==> config.mk <==
export PLATFORM = sky130hd
export DESIGN_NAME = text_console_cursor_engine
export DESIGN_NICKNAME = d
export VERILOG_FILES = /design/src/rtl/tcce_pkg.sv /design/src/rtl/text_console_cursor_engine.sv /design/src/rtl/tcce_step.sv
export SDC_FILE = /design/constraint.sdc
export NUM_CORES = 1
export LEC_CHECK = 0
export BUFFER_PORTS_ARGS = -buffer_cell sky130_fd_sc_hd__buf_2
export CAP_MARGIN = 0
export CORE_MARGIN = 2
export CORE_UTILIZATION = 52
export DETAILED_ROUTE_END_ITERATION = 6
export PLACE_DENSITY_LB_ADDON = 0.25
export SYNTH_ARGS = -nofsm -noshare
export SYNTH_HDL_FRONTEND = slang
export SYNTH_SLANG_ARGS = --single-unit
==> constraint.sdc <==
create_clock -name clk -period 2.6 [get_ports clk]
set_input_delay 0.13 -clock clk [delete_from_list [all_inputs] [get_ports clk]]
set_output_delay 0.13 -clock clk [all_outputs]
set_load 0.005 [all_outputs]
==> src/rtl/tcce_pkg.sv <==
// Package for the text console cursor engine: field widths, byte codes,
// operation codes and the state and result structs shared by the RTL.
// No dependencies.
package tcce_pkg;

    localparam int COL_W       = 7;
    localparam int ROW_W       = 5;
    localparam int ADDR_W      = 11;
    localparam int WORD_W      = 16;
    localparam int COLOR_W     = 4;
    localparam int CHAR_W      = 8;
    localparam int OP_W        = 2;
    localparam int ADDR_CALC_W = 12;

    localparam int DEF_COLUMNS = 80;
    localparam int DEF_ROWS    = 25;

    localparam int IN_DATA_W   = 8;
    localparam int OUT_DATA_W  = 48;

    typedef enum logic [OP_W-1:0] {
        OP_CHAR       = 2'd0,
        OP_TEXT_COLOR = 2'd1,
        OP_BACK_COLOR = 2'd2
    } op_t;

    localparam logic [CHAR_W-1:0] CH_BELL       = 8'd7;
    localparam logic [CHAR_W-1:0] CH_BACKSPACE  = 8'd8;
    localparam logic [CHAR_W-1:0] CH_TAB        = 8'd9;
    localparam logic [CHAR_W-1:0] CH_LINE_FEED  = 8'd10;
    localparam logic [CHAR_W-1:0] CH_FORM_FEED  = 8'd12;
    localparam logic [CHAR_W-1:0] CH_CR         = 8'd13;
    localparam logic [CHAR_W-1:0] CH_SPACE      = 8'd32;
    localparam logic [CHAR_W-1:0] CH_PRINT_LAST = 8'd126;

    localparam logic [COLOR_W-1:0] COLOR_WHITE = 4'd15;
    localparam logic [COLOR_W-1:0] COLOR_BLACK = 4'd0;

    typedef struct packed {
        logic [COL_W-1:0]   col;
        logic [ROW_W-1:0]   row;
        logic [COLOR_W-1:0] text_color;
        logic [COLOR_W-1:0] back_color;
    } cursor_state_t;

    typedef struct packed {
        logic               cell_write;
        logic [ADDR_W-1:0]  cell_address;
        logic [WORD_W-1:0]  cell_word;
        logic               scroll_request;
        logic               clear_request;
        logic               beep_request;
        logic [COL_W-1:0]   cursor_column;
        logic [ROW_W-1:0]   cursor_row;
    } step_result_t;

endpackage

==> src/rtl/text_console_cursor_engine.sv <==
// Top level of the text console cursor engine: input register, cursor and
// colour state, result register and stream handshakes.
// Depends on tcce_pkg and tcce_step.
//
//   Channel  Dir  Accept               Payload
//   s_*      in   s_tvalid & s_tready  tuser: operation; tdata: value
//   m_*      out  m_tvalid & m_tready  tuser: cell_write; tdata: address, word,
//                                      requests, cursor column and row
//
// A request passes from acceptance into the input register, then through the
// decode into the result register. A new request can enter every cycle while
// the result side does not stall; the cursor state advances as a request leaves
// the input register, so consecutive requests see each other's updates.
// A stalled result holds the result register and, one request later, the input
// register; s_tready falls only when both are full and m_tready is low.
// rst_n clears both valid flags, the cursor to the top left, colours to white
// on black.
module text_console_cursor_engine
    import tcce_pkg::*;
#(
    parameter int COLUMNS = DEF_COLUMNS,
    parameter int ROWS    = DEF_ROWS
)
(
    input  logic                  clk,
    input  logic                  rst_n,
    input  logic                  s_tvalid,
    output logic                  s_tready,
    input  logic [IN_DATA_W-1:0]  s_tdata,   // [7:0] value
    input  logic [OP_W-1:0]       s_tuser,   // [1:0] operation
    output logic                  m_tvalid,
    input  logic                  m_tready,
    // [10:0] cell_address, [26:11] cell_word, [27] scroll_request,
    // [28] clear_request, [29] beep_request, [36:30] cursor_column,
    // [41:37] cursor_row, [47:42] zero
    output logic [OUT_DATA_W-1:0] m_tdata,
    output logic                  m_tuser    // [0] cell_write
);

    logic              in_vld_reg;
    logic              in_vld_next;
    op_t               op_reg;
    logic [CHAR_W-1:0] value_reg;
    logic              out_vld_reg;
    logic              out_vld_next;
    step_result_t      res_reg;
    step_result_t      res_next;
    cursor_state_t     state_reg;
    cursor_state_t     state_next;
    logic              advance;
    logic              s_take;

    // move the held request into the result register when it is free
    assign advance  = in_vld_reg & (~out_vld_reg | m_tready);
    assign s_tready = ~in_vld_reg | advance;
    assign s_take   = s_tvalid & s_tready;

    assign in_vld_next  = s_take | (in_vld_reg & ~advance);
    assign out_vld_next = advance | (out_vld_reg & ~m_tready);

    tcce_step #(
        .COLUMNS (COLUMNS),
        .ROWS    (ROWS)
    ) u_step (
        .operation  (op_reg),
        .value      (value_reg),
        .state      (state_reg),
        .state_next (state_next),
        .result     (res_next)
    );

    // control state
    always_ff @(posedge clk or negedge rst_n)
    begin
        if (!rst_n)
        begin
            in_vld_reg           <= 1'b0;
            out_vld_reg          <= 1'b0;
            state_reg.col        <= '0;
            state_reg.row        <= '0;
            state_reg.text_color <= COLOR_WHITE;
            state_reg.back_color <= COLOR_BLACK;
        end
        else
        begin
            in_vld_reg  <= in_vld_next;
            out_vld_reg <= out_vld_next;
            if (advance)
            begin
                state_reg <= state_next;
            end
        end
    end

    // payload: hold while stalled
    always_ff @(posedge clk)
    begin
        if (s_take)
        begin
            op_reg    <= op_t'(s_tuser);
            value_reg <= s_tdata[CHAR_W-1:0];
        end
        if (advance)
        begin
            res_reg <= res_next;
        end
    end

    assign m_tvalid = out_vld_reg;
    assign m_tuser  = res_reg.cell_write;
    assign m_tdata  = {6'b0,
                       res_reg.cursor_row,
                       res_reg.cursor_column,
                       res_reg.beep_request,
                       res_reg.clear_request,
                       res_reg.scroll_request,
                       res_reg.cell_word,
                       res_reg.cell_address};

endmodule

==> src/rtl/tcce_step.sv <==
// Single-item cursor update: decodes one request against the cursor and
// colour state and produces the next state and the result fields.
// Depends on tcce_pkg.
module tcce_step
    import tcce_pkg::*;
#(
    parameter int COLUMNS = DEF_COLUMNS,
    parameter int ROWS    = DEF_ROWS
)
(
    input  op_t                operation,
    input  logic [CHAR_W-1:0]  value,
    input  cursor_state_t      state,
    output cursor_state_t      state_next,
    output step_result_t       result
);

    localparam logic [COL_W:0]   COLS_EXT = (COL_W+1)'(COLUMNS);
    localparam logic [ROW_W:0]   ROWS_EXT = (ROW_W+1)'(ROWS);
    localparam logic [COL_W-1:0] LAST_COL = COL_W'(COLUMNS - 1);
    localparam logic [ROW_W-1:0] LAST_ROW = ROW_W'(ROWS - 1);

    logic [COL_W:0]       col_ext;
    logic [COL_W:0]       col_inc;
    logic [COL_W:0]       tab_col;
    logic [ROW_W:0]       row_ext;
    logic [ROW_W:0]       row_inc;
    logic [ROW_W:0]       row_after;
    logic                 col_wrap;
    logic                 lf_scroll;
    logic                 wr_scroll;
    logic [ADDR_CALC_W-1:0] addr_full;
    logic [CHAR_W-1:0]    glyph;

    assign col_ext   = {1'b0, state.col};
    assign row_ext   = {1'b0, state.row};
    assign col_inc   = col_ext + 1'b1;
    // next stop of eight: clear the low three bits and step one stop
    assign tab_col   = {col_ext[COL_W:3] + 1'b1, 3'b000};
    assign row_inc   = row_ext + 1'b1;
    assign col_wrap  = (col_inc >= COLS_EXT);
    assign row_after = col_wrap ? row_inc : row_ext;
    assign lf_scroll = (row_inc >= ROWS_EXT);
    assign wr_scroll = (row_after >= ROWS_EXT);
    assign addr_full = ADDR_CALC_W'(state.row) * ADDR_CALC_W'(COLUMNS)
                     + ADDR_CALC_W'(state.col);
    assign glyph     = (value >= CH_SPACE && value <= CH_PRINT_LAST) ? value : CH_SPACE;

    always_comb
    begin
        state_next = state;
        result     = '0;
        case (operation)
            OP_TEXT_COLOR: state_next.text_color = value[COLOR_W-1:0];
            OP_BACK_COLOR: state_next.back_color = value[COLOR_W-1:0];
            OP_CHAR:
            begin
                case (value)
                    CH_BELL: result.beep_request = 1'b1;
                    CH_BACKSPACE:
                    begin
                        if (state.col != '0)
                        begin
                            state_next.col = state.col - 1'b1;
                        end
                    end
                    CH_TAB:
                    begin
                        state_next.col = (tab_col >= COLS_EXT) ? LAST_COL
                                                               : tab_col[COL_W-1:0];
                    end
                    CH_LINE_FEED:
                    begin
                        state_next.col        = '0;
                        result.scroll_request = lf_scroll;
                        state_next.row        = lf_scroll ? LAST_ROW : row_inc[ROW_W-1:0];
                    end
                    CH_FORM_FEED:
                    begin
                        state_next.col        = '0;
                        state_next.row        = '0;
                        state_next.text_color = COLOR_WHITE;
                        state_next.back_color = COLOR_BLACK;
                        result.clear_request  = 1'b1;
                    end
                    CH_CR: state_next.col = '0;
                    default:
                    begin
                        result.cell_write     = 1'b1;
                        result.cell_address   = addr_full[ADDR_W-1:0];
                        result.cell_word      = {state.back_color, state.text_color, glyph};
                        state_next.col        = col_wrap ? '0 : col_inc[COL_W-1:0];
                        result.scroll_request = wr_scroll;
                        state_next.row        = wr_scroll ? LAST_ROW : row_after[ROW_W-1:0];
                    end
                endcase
            end
            default: ;
        endcase
        result.cursor_column = state_next.col;
        result.cursor_row    = state_next.row;
    end

endmodule

==> reports/qor.csv <==
stage,metric,value,unit
timing,worstMarginPinSlew,671.8,ps
clocking,cts-root-buf,clkbuf_8,
clocking,clock_latency,360,ps
global_routing,grt_pass1_wl,18.49,mm
routing,vias,3840,
worst_setup_path,worst-path-buf-inv,0,
routing,drc,0,
worst_setup_path,critPathKind,flip-flop to flip-flop,
global_routing,grt_use_total,26.80,%
yosys,syn_avg_cell_area,9.950,sq um
place,post-place-ws,28.71,ps
job,max_cap_viol_count,0,
worst_setup_path,cp-end-kind,flip-flop,
routing,ant_nets,0,
worst_setup_path,cp_cell_sequence,"ha_2, nand2_1, or4b_2, a21boi_1, a311oi_2, o32ai_1, a311oi_2, mux2_1",
yosys,syn_area,4388,sq um
yosys,seq_area_frac_synth,48.93,%
worst_setup_path,crit_required,2840,ps
timing,slew_violations,0,
clocking,clk_pin_slew_worst_paths,90,ps
worst_setup_path,crit_slowest_cell,or4b_2,
place,port_buffers,58,
layout,fin_cells,645,
clocking,cts_made_buffers,9,
timing,finalWorstSetupSlack,76.81,ps
floorplanning,ioPinCount,65,
yosys,async_reset_ff_share,29.33,%
layout,area_growth_syn_to_layout,21.41,%
place,gp_congestion,0.9527,
clocking,cts_sinks,75,
layout,largest_register_ffs,42,
power_and_ir_drop,total_power,3.706,mW
routing,viasPerCell,5.953,
clocking,ctsLongestPathBuffers,2,
worst_hold_path,min_path_type,input port to flip-flop,
yosys,ys.flop_type,edfxtp_1,
routing,drt_iter0_markers,252,
routing,routedWlPerCell,17.87,microns
global_routing,grt_overflow,0,
timing,fin_crit_sh,97.05,%
timing,clock_skew,12.20,ps
worst_setup_path,path_common_cell,a311oi_2,
layout,nets,569,
timing,max_freq,396.3,MHz
place,dp_hpwl,7.977,mm
timing,rsz0062_at_grt,yes,
floorplanning,initial_core_util,53.40,%
layout,diodes,0,
timing,hold_violations,0,
timing,fin_crit,2523,ps
yosys,synth_warnings,0,
routing,drt_pass1_iterations,5,
yosys,syn_inst,441,
clocking,cts_tree,yes,
global_routing,grt_max_degree,27,
timing,holdWs,52.96,ps
worst_setup_path,cp-start-kind,flip-flop,
yosys,synth-seq-cells,75,
clocking,htreeDepth,3,
floorplanning,rows,33,
layout,drive_above_1_share,25.37,%
routing,wirelength,11.52,mm
worst_setup_path,slowest_delay,670,ps
floorplanning,dieArea,9189,sq um
status,outcome,"finished, final reports clean",
global_routing,antenna_found_initial,0,
worst_setup_path,worstPathMaxFanout,7,
floorplanning,core-area,8217,sq um
global_routing,grt_pass1_vias,3670,
layout,final_cell_mix,"buf_2 (58), edfxtp_1 (53), o21ai_0 (43)",
power_and_ir_drop,leakagePower,2.209,nW
floorplanning,die_w,95.86,microns
yosys,synth_edf_count,53,
layout,final_util,64.84,%
power_and_ir_drop,vdd_drop_max,0.3064,mV
floorplanning,die_height,95.86,microns
power_and_ir_drop,power.density,695.6,nW/um^2
layout,postLayoutCellArea,5328,sq um
worst_setup_path,critPathTopFamily,simple AND/OR/NAND/NOR gates,
timing,slew_headroom,54.72,%
worst_setup_path,arrival,2760,ps
place,place_inst,614,
timing,setup_violations,0,
yosys,synth.distinct_cells,66,
place,dpl-instance-area,4933,sq um
timing,tns,0,ps
layout,final_common_cell,buf_2,
==> per-layer routing <==
layer	part of all wire (%)	up-vias	GRT usage, %	wire (microns)
li1	-	1780	-	-
met3	5.8	35	4.385	669
met5	0	-	0	0
met2	47	171	43.94	5455
met1	44	1854	35.39	5039
met4	3.1	0	11.19	360
==> logic make-up (layout without fill, tap and decap cells) <==
group / Yosys count / count (layout) / share of synthesized area (%)
AO/OA/AOI/OAI: 120 / 120 / 17.45
XOR/XNOR: 9 / 9 / 1.797
adder cells (fa/ha/maj): 20 / 20 / 6.045
buffers and inverters: 56 / 149 / 5.646
flip-flops: 75 / 75 / 48.93
multiplexers: 2 / 2 / 0.5132
other: 1 / 7 / 0.08546
AND/OR/NAND/NOR: 158 / 158 / 19.53
==> synthesized netlist by cell type, types with 8 or more instances <==
master,n,area (sq um)
buf_2,12,60.06
and2_1,8,50.05
nor3_1,8,40.04
edfxtp_1,53,1592
dfrtp_1,18,450.4
nand3_1,20,100.1
nor2b_1,8,50.05
a21oi_1,22,110.1
ha_1,18,225.2
nand2_1,39,146.4
inv_1,27,101.4
nor2_1,32,120.1
clkbuf_1,11,41.29
o21ai_0,45,225.2
and3_1,9,56.30
==> final timing paths <==
kind | from | endpoint | slack, ps | cells past startpoint
min in group asynchronous | rst_n | state_reg[3] | 320 | 2
max in group asynchronous | rst_n | state_reg[9] | 1820 | 2
hold / removal | m_tready | m_tvalid | 50 | 3
setup / recovery | state_reg[13] | state_reg[9] | 80 | 8
hold reg to reg | in_vld_reg | m_tvalid | 520 | 1
setup reg to reg | state_reg[13] | state_reg[9] | 80 | 8
==> worst reg2reg max path, cell delays in order, from the launching register on <==
cell      delay [ps]
dfrtp_1          480
ha_2             290
nand2_1          120
or4b_2           670
a21boi_1         180
a311oi_2          90
o32ai_1          190
a311oi_2          80
mux2_1           300
==> power by group <==
part | internal (mW) | switching (mW)
Sequential | 1.49 | 0.128
Combinational | 0.471 | 0.674
Clock | 0.455 | 0.485
==> what timing repair did <==
item                                    4_1_cts  5_1_grt
endpoints found under the setup margin        2       20
gates cloned                                  0        0
hold endpoints to repair                     29        0
pin swaps                                     0        4
hold buffers                                 12        0
setup buffers                                 0        3
resized for setup                             1       14
==> cell type report <==
type / instances / area, sq um
clock buffers: 10 / 127.6
clock inverters: 6 / 70.07
multi-input cells: 316 / 2064
inverters: 27 / 101.3
flip-flops and latches: 75 / 2148
repair buffers: 106 / 684.4
fillers: 688 / 2889
well taps: 105 / 131.4
(Power assumes the default switching activity.)
